===== src/rtl/srec_pkg.sv =====
`default_nettype none

package srec_pkg;

  // Largest record payload that the length byte can describe.
  localparam logic [7:0] MaxCount   = 8'd250;
  // Address field plus checksum byte, added to the payload count.
  localparam logic [7:0] LenExtra   = 8'd5;
  // Default depth of the request queue between front and back.
  localparam int         QueueDepth = 2;

  // Request kinds.
  localparam logic KindData = 1'b0;
  localparam logic KindTerm = 1'b1;

  // ASCII characters used in the record text.
  localparam logic [7:0] CharS    = 8'h53;
  localparam logic [7:0] Char3    = 8'h33;
  localparam logic [7:0] Char7    = 8'h37;
  localparam logic [7:0] CharZero = 8'h30;
  localparam logic [7:0] CharA    = 8'h41;
  localparam logic [7:0] CharCr   = 8'h0D;
  localparam logic [7:0] CharLf   = 8'h0A;
  localparam logic [7:0] CharNul  = 8'h00;

  // One input request.
  typedef struct packed {
    logic        kind;
    logic [31:0] record_address;
    logic [7:0]  byte_count;
    logic [7:0]  data_byte;
  } srec_in_t;

  // One output character.
  typedef struct packed {
    logic [7:0] out_char;
    logic       last_of_run;
    logic       record_end;
    logic       bad_order;
  } srec_out_t;

  // Classified request handed from the front to the back.
  typedef struct packed {
    logic        reject;
    logic        hdr;
    logic        dat;
    logic        tail;
    logic [7:0]  type_char;
    logic [7:0]  len;
    logic [31:0] addr;
    logic [7:0]  data;
    logic [7:0]  chk;
  } srec_job_t;

  // Upper-case hex digit of a nibble.
  function automatic logic [7:0] hex_digit(input logic [3:0] v);
    logic [7:0] r;
    if (v > 4'd9) begin
      r = CharA + {4'd0, v} - 8'd10;
    end else begin
      r = CharZero + {4'd0, v};
    end
    return r;
  endfunction

  // Low byte of the sum of the four address bytes.
  function automatic logic [7:0] addr_sum(input logic [31:0] a);
    return a[31:24] + a[23:16] + a[15:8] + a[7:0];
  endfunction

endpackage

`default_nettype wire


===== src/rtl/srec_front.sv =====
`default_nettype none

module srec_front (
  input  logic              clk,
  input  logic              rst_n,
  input  logic              in_valid,
  output logic              in_stall,
  input  srec_pkg::srec_in_t in_data,
  input  logic              q_full,
  output logic              q_push,
  output srec_pkg::srec_job_t q_job
);
  import srec_pkg::*;

  logic [7:0] bytes_left_r, bytes_left_nxt;
  logic [7:0] running_sum_r, running_sum_nxt;
  logic       open;
  logic [7:0] cnt_eff;
  logic [7:0] asum;
  logic [7:0] base_sum;
  logic [7:0] sum;
  logic [7:0] left;
  logic [7:0] left_dec;

  // A request is taken whenever the queue has room.
  assign in_stall = q_full;
  assign q_push   = in_valid && !q_full;

  assign open = (bytes_left_r != 8'd0);
  assign asum = addr_sum(in_data.record_address);

  // Clamp the byte count into the legal range.
  always_comb begin
    if (in_data.byte_count == 8'd0) begin
      cnt_eff = 8'd1;
    end else if (in_data.byte_count > MaxCount) begin
      cnt_eff = MaxCount;
    end else begin
      cnt_eff = in_data.byte_count;
    end
  end

  // Running checksum and remaining count for a data byte.
  assign base_sum = open ? running_sum_r : (cnt_eff + LenExtra + asum);
  assign sum      = base_sum + in_data.data_byte;
  assign left     = open ? bytes_left_r : cnt_eff;
  assign left_dec = left - 8'd1;

  // Classify the request and work out the record state after it.
  always_comb begin
    q_job           = '0;
    q_job.addr      = in_data.record_address;
    q_job.data      = in_data.data_byte;
    bytes_left_nxt  = bytes_left_r;
    running_sum_nxt = running_sum_r;
    if (in_data.kind == KindTerm) begin
      if (open) begin
        q_job.reject = 1'b1;
      end else begin
        q_job.hdr       = 1'b1;
        q_job.tail      = 1'b1;
        q_job.type_char = Char7;
        q_job.len       = LenExtra;
        q_job.chk       = ~(LenExtra + asum);
      end
    end else begin
      q_job.hdr       = !open;
      q_job.dat       = 1'b1;
      q_job.tail      = (left_dec == 8'd0);
      q_job.type_char = Char3;
      q_job.len       = cnt_eff + LenExtra;
      q_job.chk       = ~sum;
      bytes_left_nxt  = left_dec;
      running_sum_nxt = (left_dec == 8'd0) ? 8'd0 : sum;
    end
  end

  // Record state.
  always_ff @(posedge clk) begin
    if (!rst_n) begin
      bytes_left_r  <= 8'd0;
      running_sum_r <= 8'd0;
    end else if (q_push) begin
      bytes_left_r  <= bytes_left_nxt;
      running_sum_r <= running_sum_nxt;
    end
  end

endmodule

`default_nettype wire


===== src/rtl/srec_queue.sv =====
`default_nettype none

module srec_queue #(
  parameter int DEPTH = srec_pkg::QueueDepth
) (
  input  logic                clk,
  input  logic                rst_n,
  input  logic                push,
  input  srec_pkg::srec_job_t push_job,
  input  logic                pop,
  output srec_pkg::srec_job_t head_job,
  output logic                empty,
  output logic                full
);
  import srec_pkg::*;

  localparam int PtrW = (DEPTH > 1) ? $clog2(DEPTH) : 1;
  localparam int CntW = $clog2(DEPTH + 1);

  srec_job_t           slot_r [DEPTH];
  logic [PtrW-1:0]     wr_ptr_r, rd_ptr_r;
  logic [CntW-1:0]     count_r;
  logic                do_push, do_pop;

  assign empty    = (count_r == CntW'(0));
  assign full     = (count_r == CntW'(DEPTH));
  assign do_push  = push && !full;
  assign do_pop   = pop && !empty;
  assign head_job = slot_r[rd_ptr_r];

  // Next slot index with wrap at the queue depth.
  function automatic logic [PtrW-1:0] bump(input logic [PtrW-1:0] p);
    return (p == PtrW'(DEPTH - 1)) ? PtrW'(0) : p + PtrW'(1);
  endfunction

  // Pointers and fill count.
  always_ff @(posedge clk) begin
    if (!rst_n) begin
      wr_ptr_r <= '0;
      rd_ptr_r <= '0;
      count_r  <= '0;
    end else begin
      if (do_push) begin
        wr_ptr_r <= bump(wr_ptr_r);
      end
      if (do_pop) begin
        rd_ptr_r <= bump(rd_ptr_r);
      end
      if (do_push && !do_pop) begin
        count_r <= count_r + CntW'(1);
      end else if (do_pop && !do_push) begin
        count_r <= count_r - CntW'(1);
      end
    end
  end

  // Storage slots.
  always_ff @(posedge clk) begin
    if (do_push) begin
      slot_r[wr_ptr_r] <= push_job;
    end
  end

endmodule

`default_nettype wire


===== src/rtl/srec_back.sv =====
`default_nettype none

module srec_back (
  input  logic                clk,
  input  logic                rst_n,
  input  logic                q_empty,
  input  srec_pkg::srec_job_t q_head,
  output logic                q_pop,
  output logic                out_valid,
  input  logic                out_stall,
  output srec_pkg::srec_out_t out_data
);
  import srec_pkg::*;

  // Character positions within a record line.
  localparam logic [4:0] StepS        = 5'd0;
  localparam logic [4:0] StepType     = 5'd1;
  localparam logic [4:0] StepLenHi    = 5'd2;
  localparam logic [4:0] StepLenLo    = 5'd3;
  localparam logic [4:0] StepAddrLast = 5'd11;
  localparam logic [4:0] StepDatHi    = 5'd12;
  localparam logic [4:0] StepDatLo    = 5'd13;
  localparam logic [4:0] StepChkHi    = 5'd14;
  localparam logic [4:0] StepChkLo    = 5'd15;
  localparam logic [4:0] StepCr       = 5'd16;
  localparam logic [4:0] StepLf       = 5'd17;

  logic       busy_r;
  srec_job_t  job_r;
  logic [4:0] step_r, step_nxt, step_start;
  logic       out_valid_r;
  srec_out_t  out_r;
  logic       advance;
  logic       last;
  logic [2:0] nib_idx;
  logic [3:0] addr_nib;
  logic [7:0] char_val;
  srec_out_t  char_out;

  assign out_valid = out_valid_r;
  assign out_data  = out_r;

  // The output register moves on when it is empty or being taken.
  assign advance = !out_valid_r || !out_stall;

  // Address digits, most significant first.
  assign nib_idx  = 3'(step_r - StepLenLo - 5'd1);
  assign addr_nib = job_r.addr[{~nib_idx, 2'b00} +: 4];

  // Character at the current position.
  always_comb begin
    unique case (step_r)
      StepS:     char_val = CharS;
      StepType:  char_val = job_r.type_char;
      StepLenHi: char_val = hex_digit(job_r.len[7:4]);
      StepLenLo: char_val = hex_digit(job_r.len[3:0]);
      StepDatHi: char_val = hex_digit(job_r.data[7:4]);
      StepDatLo: char_val = hex_digit(job_r.data[3:0]);
      StepChkHi: char_val = hex_digit(job_r.chk[7:4]);
      StepChkLo: char_val = hex_digit(job_r.chk[3:0]);
      StepCr:    char_val = CharCr;
      StepLf:    char_val = CharLf;
      default:   char_val = hex_digit(addr_nib);
    endcase
  end

  assign last = job_r.reject || (step_r == StepLf) || ((step_r == StepDatLo) && !job_r.tail);

  // Output character, or the rejection marker.
  always_comb begin
    char_out             = '0;
    char_out.last_of_run = last;
    if (job_r.reject) begin
      char_out.out_char  = CharNul;
      char_out.bad_order = 1'b1;
    end else begin
      char_out.out_char   = char_val;
      char_out.record_end = (step_r == StepLf);
    end
  end

  // Next position: the data digits are skipped when the request carries none.
  always_comb begin
    if (step_r == StepAddrLast) begin
      step_nxt = job_r.dat ? StepDatHi : StepChkHi;
    end else begin
      step_nxt = step_r + 5'd1;
    end
  end

  // First position of a new request.
  always_comb begin
    if (q_head.hdr) begin
      step_start = StepS;
    end else if (q_head.dat) begin
      step_start = StepDatHi;
    end else begin
      step_start = StepChkHi;
    end
  end

  // Load a request when idle, or as the current one hands out its last character.
  assign q_pop = !q_empty && (!busy_r || (advance && last));

  // Sequencer and output register.
  always_ff @(posedge clk) begin
    if (!rst_n) begin
      busy_r      <= 1'b0;
      out_valid_r <= 1'b0;
      step_r      <= StepS;
    end else begin
      if (advance) begin
        out_valid_r <= busy_r;
        if (busy_r) begin
          out_r <= char_out;
        end
      end
      if (q_pop) begin
        busy_r <= 1'b1;
        job_r  <= q_head;
        step_r <= step_start;
      end else if (advance && busy_r) begin
        if (last) begin
          busy_r <= 1'b0;
        end else begin
          step_r <= step_nxt;
        end
      end
    end
  end

endmodule

`default_nettype wire


===== src/rtl/srec_s3_record_encoder_core.sv =====
`default_nettype none

// Channel   Direction  Handshake           Payload
// in_       input      in_valid/in_stall   srec_in_t   (one request)
// out_      output     out_valid/out_stall srec_out_t  (one ASCII character)
//
// Each request yields one character per cycle unless stalled: two for a mid-record
// byte, 18 for a byte that opens and closes a record, 16 for a termination, one NUL
// for a rejected one. The back-end sequencer that steps through the record line sets
// the rate. A QUEUE_DEPTH-entry request queue lets input keep arriving while output
// is stalled. Reset is synchronous and active low; no record is open after reset.
module srec_s3_record_encoder_core #(
  parameter int QUEUE_DEPTH = srec_pkg::QueueDepth
) (
  input  logic                clk,
  input  logic                rst_n,
  input  logic                in_valid,
  output logic                in_stall,
  input  srec_pkg::srec_in_t  in_data,
  output logic                out_valid,
  input  logic                out_stall,
  output srec_pkg::srec_out_t out_data
);
  import srec_pkg::*;

  logic      q_full, q_empty, q_push, q_pop;
  srec_job_t q_push_job, q_head;

  // Front end: accept and classify requests.
  srec_front u_front (
    .clk      (clk),
    .rst_n    (rst_n),
    .in_valid (in_valid),
    .in_stall (in_stall),
    .in_data  (in_data),
    .q_full   (q_full),
    .q_push   (q_push),
    .q_job    (q_push_job)
  );

  // Request queue.
  srec_queue #(
    .DEPTH (QUEUE_DEPTH)
  ) u_queue (
    .clk      (clk),
    .rst_n    (rst_n),
    .push     (q_push),
    .push_job (q_push_job),
    .pop      (q_pop),
    .head_job (q_head),
    .empty    (q_empty),
    .full     (q_full)
  );

  // Back end: serialise characters.
  srec_back u_back (
    .clk       (clk),
    .rst_n     (rst_n),
    .q_empty   (q_empty),
    .q_head    (q_head),
    .q_pop     (q_pop),
    .out_valid (out_valid),
    .out_stall (out_stall),
    .out_data  (out_data)
  );

`ifndef SYNTHESIS
  // A record always closes on the final character of its request.
  a_end_is_last: assert property (@(posedge clk) disable iff (!rst_n)
    out_valid && out_data.record_end |-> out_data.last_of_run)
    else $error("record end without last_of_run");

  // The record end marker sits only on a line feed.
  a_end_is_lf: assert property (@(posedge clk) disable iff (!rst_n)
    out_valid && out_data.record_end |-> out_data.out_char == CharLf)
    else $error("record end on a character other than line feed");

  // A rejection is a single NUL character.
  a_reject_form: assert property (@(posedge clk) disable iff (!rst_n)
    out_valid && out_data.bad_order |->
      out_data.last_of_run && out_data.out_char == CharNul && !out_data.record_end)
    else $error("malformed rejection character");
`endif

endmodule

`default_nettype wire

===== config.mk =====
export PLATFORM = sky130hd
export DESIGN_NAME = srec_s3_record_encoder_core
export DESIGN_NICKNAME = d
export VERILOG_FILES = /design/src/rtl/srec_pkg.sv /design/src/rtl/srec_front.sv /design/src/rtl/srec_queue.sv /design/src/rtl/srec_back.sv /design/src/rtl/srec_s3_record_encoder_core.sv
export SDC_FILE = /design/constraint.sdc
export NUM_CORES = 1
export LEC_CHECK = 0
export BUFFER_PORTS_ARGS = -buffer_cell sky130_fd_sc_hd__buf_2
export CORE_MARGIN = 4
export CORE_UTILIZATION = 55
export DETAILED_ROUTE_END_ITERATION = 8
export PLACE_DENSITY = 0.71
export SLEW_MARGIN = 5
export SYNTH_ARGS = -nofsm -noshare
export SYNTH_HDL_FRONTEND = slang
export SYNTH_SLANG_ARGS = --single-unit
export TNS_END_PERCENT = 50

===== constraint.sdc =====
create_clock -name clk -period 11.8 [get_ports clk]
set_input_delay 1.18 -clock clk [delete_from_list [all_inputs] [get_ports clk]]
set_output_delay 1.18 -clock clk [all_outputs]
set_load 0.01 [all_outputs]

==> results of run 1 <==
==> area by class of cell <==
| cell class | count | area share, % |
|---|---|---|
| repair buffers | 71 | 2.96 |
| well taps | 265 | 2.63 |
| clock buffers | 29 | 5.08 |
| inverters | 76 | 2.26 |
| multi-input cells | 558 | 34.7 |
| clock inverters | 15 | 1.41 |
| flip-flops and latches | 223 | 50.9 |
==> routing by layer <==
metal  vias up  part of all wire (%)  GRT usage (%)
li1       3395                     -              -
met1      3414                    44           28.1
met2       182                    49           35.1
met3        42                   5.0           3.22
met4         0                   2.6           5.12
met5         -                     0              0
==> power by group through the flow <==
stage / logic, mW / clock network, mW / registers [mW]
finish: 1.40 / 0.770 / 1.21
global route: 1.56 / 0.820 / 1.23
CTS: 1.40 / 0.784 / 1.21
detailed placement: 1.39 / 0 / 1.23
global placement: 1.37 / 0 / 1.22
floorplan: 1.09 / 0 / 1.19
==> synth_stat cells, types with 16 or more instances <==
master    number  area (um^2)
fa_1          16          320
dfxtp_1       28          561
nand3_1       18         90.1
xnor2_1       34          298
o21ai_0       47          235
a21oi_1       29          145
edfxtp_1     195         5860
and2_1        20          125
mux2_2        62          698
nand2_1       57          214
inv_1         74          278
clkbuf_1      21         78.8
nor2_1        53          199
ha_1          45          563
==> worst max-delay path: cells and delay by family <==
family                   cells  cell delay [ns]
AND/OR/NAND/NOR              3             0.52
AO/OA/AOI/OAI                6             0.81
buffers and inverters        4             0.27
adder cells (fa/ha/maj)      6             2.29
XOR/XNOR                     3             0.89
==> stage by stage <==
stage | cell area (um^2) | cells | utilization (%) | power, mW | worst slack, ns
floorplan | 11200 | 888 | - | 2.29 | 6.09
global placement | 11800 | 1193 | 59.8 | 2.59 | 5.70
detailed placement | 11800 | 1193 | 59.8 | 2.62 | 5.58
global route | 12600 | 1237 | 63.9 | 3.61 | 5.69
CTS | 12600 | 1237 | 63.9 | 3.40 | 6.11
finish | 12600 | 1237 | 63.9 | 3.38 | 6.08
==> registers in the layout, summed over array words and instances, names as in the netlist, named ones only <==
signal,count
u_queue.wr_ptr_r,1
u_back.step_r,5
u_front.bytes_left_r,8
u_queue.rd_ptr_r,1
u_front.running_sum_r,8
u_back.busy_r,1
u_queue.slot_r,124
u_queue.count_r,2
u_back.out_data,10
u_back.job_r,61
u_back.out_valid,1
==> cells by family after synthesis <==
kind of cell | share of synthesized area, %
xor gates and xnor gates | 3.57
DFF | 57.3
muxes | 8.82
adders and majority gates | 7.88
buffers and inverters | 3.73
and+or+nand+nor | 9.30
other | 0.0335
AOI/OAI and AO/OA | 9.39
==> path summary, 6_finish.rpt <==
path	to
setup / recovery	u_queue.slot_r[0][7]
hold / removal	u_front.running_sum_r[3]
setup reg to reg	u_queue.slot_r[0][6]
hold reg to reg	u_front.running_sum_r[3]
==> results.yml, run 1 <==
cells_and_area:
  final_common_cell: "edfxtp_1"
  n_antenna_cell: 0
  nFillCells: 1461
  nNetsFinal: 1068
  area_growth_pct: 12.5
  multiInputGateArea_um2: 4380
  layout_common_cells: "edfxtp_1 (195), inv_1 (74), buf_2 (64)"
  final_layout_size_suffix_gt1_share_pct: 19.7
  seqCellArea_um2: 6420
setup_path:
  setup.worst_path.start_class: "primary input"
  worstReg2RegStart: "u_front.bytes_left_r[0]"
  cp_max_fo: 5
  worstPathCellList: "buf_2 > inv_1 > fa_1 > fa_1 > inv_1 > ha_1 > fa_1 > xor2_1 > ha_1 > inv_1 > o21bai_1 > a21o_1 > a21oi_1 > xor2_1 > o21ai_0 > ha_1 > nor4_1 > nor3_1 > xnor2_1 > nor2b_1 > a22oi_1 > o22ai_1"
  max_stage_delay_ns: 0.53
  criticalPathCategory: "primary input to flip-flop"
  end_kind: "flip-flop"
  slowest_stage: "fa_1"
  reg2regPathDepth: 16
  r2r_slack_ns: 7.91
  crit_arrival_ns: 5.95
  critPathRequiredTime_ns: 12.03
  cp-startpoint: "in_data[17]"
synthesis:
  synth_flop_cell: "edfxtp_1"
  avgSynthCellArea_um2: 12.6
  ys_async_sr_fraction_pct: 0
  synth_area_um2: 11200
  ys_seq_elements: 223
  syn-num-nets: 1002
  synth_edf_count: 195
  synth_cells: 888
  seq_area_frac_synth_pct: 57.3
  yosysWarnings: 0
  yosysUniqueCellTypes: 66
timing:
  maxSlewHeadroom_pct: 33.6
  period_minus_slack_ns: 5.72
  max_freq_mhz: 175
  setup_violations: 0
  worst_pin_slew_ns: 0.993
  finalHoldViolCount: 0
  rsz0062_at_grt: "no"
  fin_setup_tns_ns: 0
  hold-worst-slack_ns: 0.450
  fin_crit_sh_pct: 48.5
  slew_violations: 0
  finClkSkew_ns: 0.0179
drt:
  vias_per_cell: 5.69
  ant_nets: 0
  first_pass_iters: 5
  wl_per_cell_um: 18.3
  totalWireLength_mm: 22.7
  drcViolationCount: 0
  drt_iter0_drc: 453
  num_vias: 7033
global_routing:
  grt_usage_pct: 20.7
  grt_pass1_vias: 7072
  overflow: 0
  antenna_found_initial: 0
  grt_pass1_wl_mm: 36.8
  grt_max_degree: 63
clocking:
  cts_num_sinks: 223
  htree_levels: 1
  cts_post_setup_buffers_inserted: 0
  hold_buffers: 0
  cts_buffers: 24
  cts_tree: "yes"
  cts_resized: 0
  clockBufferDepth: 3
  clockRootBuffer: "clkbuf_16"
  clock_latency_ns: 0.52
  path_clk_slew_ns: 0.06
pwr:
  power.switching_mw: 1.21
  switching_share_pct: 35.7
  clkPwrFrac_pct: 22.8
  powerDensity_nw_per_um2: 268
  internal_power_mw: 2.17
  vdd_drop_max_v: 0.000211
  power_frac_seq_pct: 35.8
  p_comb_share_pct: 41.4
  p_leak_nw: 4.72
floorplanning:
  die_w_um: 151
  rows: 51
  fp.dieArea_um2: 22700
  fp.coreArea_um2: 19700
  die_h_um: 151
  start_util_pct: 56.8
  pin_count: 66
min_path:
  min_from: "u_front.running_sum_r[3]"
  hold_depth: 2
  hp-class: "flip-flop to flip-flop"
job:
  cap_violations: 0
placement:
  gp_congestion: 0.919
  dp_hpwl_mm: 15.9
  io_buffers: 64
status:
  status: "complete, no violations"
Power figures use the tool's default switching activity.
==> inputs of run 2 (changes only) <==
--- a/config.mk
+++ b/config.mk
@@ -9,7 +9,7 @@
 export CORE_MARGIN = 4
 export CORE_UTILIZATION = 55
 export DETAILED_ROUTE_END_ITERATION = 8
-export PLACE_DENSITY = 0.71
+export PLACE_DENSITY = 0.74
 export SLEW_MARGIN = 5
 export SYNTH_ARGS = -nofsm -noshare
 export SYNTH_HDL_FRONTEND = slang
==> constraint.sdc (replaced) <==
create_clock -name clk -period 5.2 [get_ports clk]
set_input_delay 0.52 -clock clk [delete_from_list [all_inputs] [get_ports clk]]
set_output_delay 0.52 -clock clk [all_outputs]
set_load 0.01 [all_outputs]
==> run 2 against run 1 <==
Net effect:
- setup slack worse by 5.6 ns
- non-clock buffer count rose by 5
- die area stayed put
- via count increased by 0.53%
- clock skew increased by 0.00069 ns
- first-iteration DRC count up 8.4%
- critical path depth down 1
- total power rose by 130%
- global-route usage rose by 0.20 points
- highest routed layer unchanged
==> results.yml, run 2 (synthesis results as in run 1) <==
status:
  status: "complete, no violations"
setup_path:
  cp_max_fo: 3
  setup.worst_path.start_class: "primary input"
  max_stage_delay_ns: 0.53
  crit_family: "adder cells"
  worstReg2RegStart: "u_front.bytes_left_r[0]"
  r2r_slack_ns: 1.33
  crit_arrival_ns: 4.99
  reg2regPathDepth: 16
  critPathRequiredTime_ns: 5.46
  end_kind: "flip-flop"
  r2r-end: "u_queue.slot_r[0][6]"
  worstPathCellList: "buf_2 > inv_1 > fa_1 > fa_1 > inv_1 > ha_1 > fa_1 > ha_1 > a21oi_1 > o21bai_1 > a21o_1 > a21oi_1 > xor2_1 > o21ai_0 > ha_1 > nor4_1 > nor3_1 > xnor2_1 > nor2b_1 > a22oi_1 > o22ai_1"
  slowest_stage: "fa_1"
  criticalPathCategory: "primary input to flip-flop"
  critical_path_buf_inv_count: 3
cells_and_area:
  fin_area_um2: 12600
  top_register: "u_queue.slot_r"
  largest_reg_flops: 124
  area_growth_pct: 12.7
  n_antenna_cell: 0
  final_util_pct: 64.1
  nFillCells: 1438
  final_layout_size_suffix_gt1_share_pct: 20.3
  final_common_cell: "edfxtp_1"
  nNetsFinal: 1073
  layout_common_cells: "edfxtp_1 (195), inv_1 (74), buf_2 (64)"
drt:
  vias_per_cell: 5.69
  num_vias: 7070
  totalWireLength_mm: 22.9
  wl_per_cell_um: 18.4
  drt_iter0_drc: 491
  drcViolationCount: 0
  first_pass_iters: 5
  ant_nets: 0
pwr:
  switching_share_pct: 35.9
  p_leak_nw: 4.74
  powerDensity_nw_per_um2: 606
  clkPwrFrac_pct: 21.9
  internal_power_mw: 4.91
  power.switching_mw: 2.75
  p_comb_share_pct: 41.6
  vdd_drop_max_v: 0.000445
  power_frac_seq_pct: 36.5
global_routing:
  met3_usage_pct: 3.22
  grt_use_met2_pct: 36.1
  met1_usage_pct: 27.8
  grt_usage_pct: 20.9
  grt_pass1_wl_mm: 37.2
  top_usage_layer: "met2"
  grt_max_degree: 63
  antenna_found_initial: 1
  grt_pass1_vias: 7184
  overflow: 0
timing:
  finalHoldViolCount: 0
  max_freq_mhz: 212
  worst_pin_slew_ns: 1.03
  maxSlewHeadroom_pct: 30.9
  setup_ws_ns: 0.472
  rsz0062_at_grt: "no"
  setup_violations: 0
  fin_crit_sh_pct: 90.9
  period_minus_slack_ns: 4.73
  slew_violations: 0
  finClkSkew_ns: 0.0186
clocking:
  hold_buffers: 0
  htree_levels: 1
  cts_buffers: 24
  path_clk_slew_ns: 0.06
  cts_post_setup_buffers_inserted: 0
  cts_tree: "yes"
  clock_latency_ns: 0.53
  clockBufferDepth: 3
  cts_resized: 0
  clockRootBuffer: "clkbuf_16"
  cts_num_sinks: 223
floorplanning:
  die_w_um: 151
  start_util_pct: 56.8
  die_h_um: 151
  fp.coreArea_um2: 19700
  pin_count: 66
  rows: 51
  fp.dieArea_um2: 22700
min_path:
  hp-class: "primary input to flip-flop"
  min_from: "in_data[18]"
  hold_depth: 1
  holdPathEnd: "u_queue.slot_r[1][18]"
job:
  cap_violations: 0
placement:
  place_area_um2: 11800
  gp_congestion: 0.937
  dp_hpwl_mm: 16.3
  place_ws_ns: -0.0647
  io_buffers: 64
run 2: worst max-delay path by stage:
stage / startpoint / to / slack (ns) / cells past startpoint
6_report: in_data[17] / u_queue.slot_r[0][7] / 0.47 / 21
5_1_grt: in_data[17] / u_front.running_sum_r[7] / 0.15 / 22
4_1_cts: in_data[17] / u_front.running_sum_r[7] / 0.47 / 22
3_5_place_dp: in_data[17] / u_queue.slot_r[0][7] / -0.06 / 21
3_3_place_gp: in_data[17] / u_queue.slot_r[0][7] / 0.05 / 22
2_1_floorplan: in_data[17] / u_queue.slot_r[0][7] / 0.15 / 21
run 2: power by group through the flow:
| stage | Sequential [mW] | Clock, mW | Combinational [mW] |
|---|---|---|---|
| final | 2.80 | 1.68 | 3.18 |
| after global routing | 2.84 | 1.80 | 3.54 |
| after CTS | 2.80 | 1.71 | 3.19 |
| after detailed placement | 2.83 | 0 | 3.16 |
| after global placement | 2.81 | 0 | 3.12 |
| after floorplan | 2.71 | 0 | 2.48 |
run 2: metal layers:
metal	up-vias	routed length [um]
met5	-	0
met4	0	437
met3	34	1240
met2	204	11400
met1	3429	9810
li1	3403	-
run 2: cell type report:
class,instances,area (um^2),share of cell area (%)
clock inverters,10,133,1.05
well taps,265,332,2.63
flip-flops and latches,223,6420,50.8
repair buffers,76,423,3.35
clock buffers,34,659,5.22
inverters,76,285,2.26
multi-input cells,558,4380,34.7
run 2: worst reg2reg max path, cell delays in order (launching register included):
cell and delay (ns):
dfxtp_1 0.36, or4_4 0.58, nor2_4 0.16, nand2_2 0.23
inv_2 0.39, nand2_1 0.14, nand2_1 0.08, ha_1 0.17
inv_1 0.06, fa_1 0.40, nor2b_1 0.12, o21ai_0 0.09
a21boi_0 0.24, o21a_1 0.14, nor2_1 0.04, xnor2_1 0.22
o22ai_1 0.17
run 2: stage by stage:
stage          cells  TNS, ns  hold slack (ns)  power (mW)
5_1_grt         1242        0            0.176        8.18
2_1_floorplan    888        0            0.424        5.19
3_3_place_gp    1198        0            0.440        5.93
6_report        1242        0            0.192        7.66
3_5_place_dp    1198   -0.177            0.446        6.00
4_1_cts         1242        0            0.171        7.70
==> inputs of run 3 (changes only) <==
--- a/config.mk
+++ b/config.mk
@@ -8,6 +8,7 @@
 export BUFFER_PORTS_ARGS = -buffer_cell sky130_fd_sc_hd__buf_2
 export CORE_MARGIN = 4
 export CORE_UTILIZATION = 55
+export CTS_BUF_LIST = sky130_fd_sc_hd__clkbuf_16
 export DETAILED_ROUTE_END_ITERATION = 8
 export PLACE_DENSITY = 0.74
 export SLEW_MARGIN = 5
==> run 3 against run 2 <==
Net effect:
- total power down 0.25%
- sequential power about the same
- cell area unchanged
- count of clock-buffer cells in the layout down 9
- sequential share of layout area unchanged
- cell count unchanged
- routed wire length about the same
- die area unchanged
- utilization unchanged
- first-iteration DRC count up 4.1%
==> results.yml, run 3 (synthesis results as in run 1) <==
global_routing:
  grt_pass1_wl_mm: 37.2
  antenna_found_initial: 1
  top_usage_layer: "met2"
  met1_usage_pct: 27.8
  overflow: 0
  grt_use_met2_pct: 36.1
  grt_pass1_vias: 7187
  met3_usage_pct: 3.22
  grt_usage_pct: 20.9
  grt_max_degree: 63
timing:
  fin_crit_sh_pct: 90.9
  setup_violations: 0
  worst_pin_slew_ns: 0.995
  max_freq_mhz: 211
  maxSlewHeadroom_pct: 33.0
  rsz0062_at_grt: "no"
  finClkSkew_ns: 0.0181
  period_minus_slack_ns: 4.73
  slew_violations: 0
  finalHoldViolCount: 0
  fin_setup_tns_ns: 0
floorplanning:
  die_w_um: 151
  fp.coreArea_um2: 19700
  start_util_pct: 56.8
  die_h_um: 151
  fp.dieArea_um2: 22700
  rows: 51
  pin_count: 66
clocking:
  hold_buffers: 0
  clockRootBuffer: "clkbuf_16"
  path_clk_slew_ns: 0.06
  clock_latency_ns: 0.53
  cts_tree: "yes"
  cts_post_setup_buffers_inserted: 0
  clockBufferDepth: 3
  cts_buffers: 24
  cts_num_sinks: 223
  htree_levels: 1
  cts_resized: 0
drt:
  totalWireLength_mm: 22.9
  first_pass_iters: 5
  vias_per_cell: 5.70
  ant_nets: 0
  num_vias: 7084
  drcViolationCount: 0
  wl_per_cell_um: 18.4
  drt_iter0_drc: 511
placement:
  gp_congestion: 0.937
  dp_hpwl_mm: 16.3
  io_buffers: 64
  dp_cells: 1198
cells_and_area:
  n_antenna_cell: 0
  fin_cells: 1242
  area_growth_pct: 12.7
  final_util_pct: 64.1
  layout_common_cells: "edfxtp_1 (195), inv_1 (83), buf_2 (64)"
  nNetsFinal: 1073
  largest_reg_flops: 124
  final_common_cell: "edfxtp_1"
  final_layout_size_suffix_gt1_share_pct: 20.3
  top_register: "u_queue.slot_r"
setup_path:
  worstPathCellList: "buf_2 > inv_1 > fa_1 > fa_1 > inv_1 > ha_1 > fa_1 > ha_1 > a21oi_1 > o21bai_1 > a21o_1 > a21oi_1 > xor2_1 > o21ai_0 > ha_1 > nor4_1 > nor3_1 > xnor2_1 > nor2b_1 > a22oi_1 > o22ai_1"
  crit_family: "adder cells"
  critPathRequiredTime_ns: 5.46
  cp_max_fo: 3
  criticalPathCategory: "primary input to flip-flop"
  end_kind: "flip-flop"
  setup.worst_path.start_class: "primary input"
  path_depth: 21
  reg2regPathDepth: 16
  critical_path_buf_inv_count: 3
  max_stage_delay_ns: 0.53
  crit_arrival_ns: 4.99
  slowest_stage: "fa_1"
status:
  status: "complete, no violations"
pwr:
  p_leak_nw: 4.77
  powerDensity_nw_per_um2: 605
  vdd_drop_max_v: 0.000445
min_path:
  hp-class: "primary input to flip-flop"
  hold_depth: 1
job:
  cap_violations: 0
==> run 3: cell count changes in the layout (fill, tap and decap cells not counted) <==
cell	before	now
clkbuf_1	9	0
inv_1	74	83
==> run 3: final timing paths <==
kind | to | slack (ns) | start
max reg2reg | u_queue.slot_r[0][6] | 1.32 | u_front.bytes_left_r[0]
max | u_queue.slot_r[0][7] | 0.47 | in_data[17]
min reg2reg | u_front.running_sum_r[0] | 0.45 | u_front.running_sum_r[0]
min | u_queue.slot_r[1][36] | 0.19 | in_data[36]
==> run 3: layout make-up <==
| type | count | area, um^2 |
|---|---|---|
| Clock buffer | 25 | 626 |
| Clock inverter | 19 | 166 |
| Fill cell | 1438 | 7090 |
| Inverter | 76 | 285 |
| Multi-Input combinational cell | 558 | 4380 |
| Sequential cell | 223 | 6420 |
| Tap cell | 265 | 332 |
| Timing Repair Buffer | 76 | 423 |
==> run 3: routing by layer <==
metal	routed length, um	vias up
li1	-	3404
met1	9700	3418
met2	11400	225
met3	1340	37
met4	441	0
met5	0	-
==> run 3: worst reg2reg max path: cells and delay by family (launching register included) <==
kind	cells	cell delay (ns)
xor+xnor	1	0.22
fa+ha+maj	2	0.57
flops	1	0.36
simple gates	7	1.35
compound gates	4	0.64
buf+inv	2	0.45
==> run 3: power breakdown <==
| group | switching, mW | leakage [nW] | internal (mW) | total [mW] |
|---|---|---|---|---|
| sequential | 0.254 | 2.05 | 2.54 | 2.80 |
| clock | 0.684 | 0.420 | 0.976 | 1.66 |
| combinational | 1.81 | 2.30 | 1.37 | 3.18 |
==> run 3: metrics by stage <==
step / cell area [um^2] / setup WS, ns / hold slack (ns) / total power, mW
finish: 12600 / 0.471 / 0.192 / 7.64
global route: 12600 / 0.151 / 0.176 / 8.16
CTS: 12600 / 0.475 / 0.171 / 7.68
detailed placement: 11800 / -0.0647 / 0.446 / 6.00
global placement: 11800 / 0.0513 / 0.440 / 5.93
floorplan: 11200 / 0.149 / 0.424 / 5.19
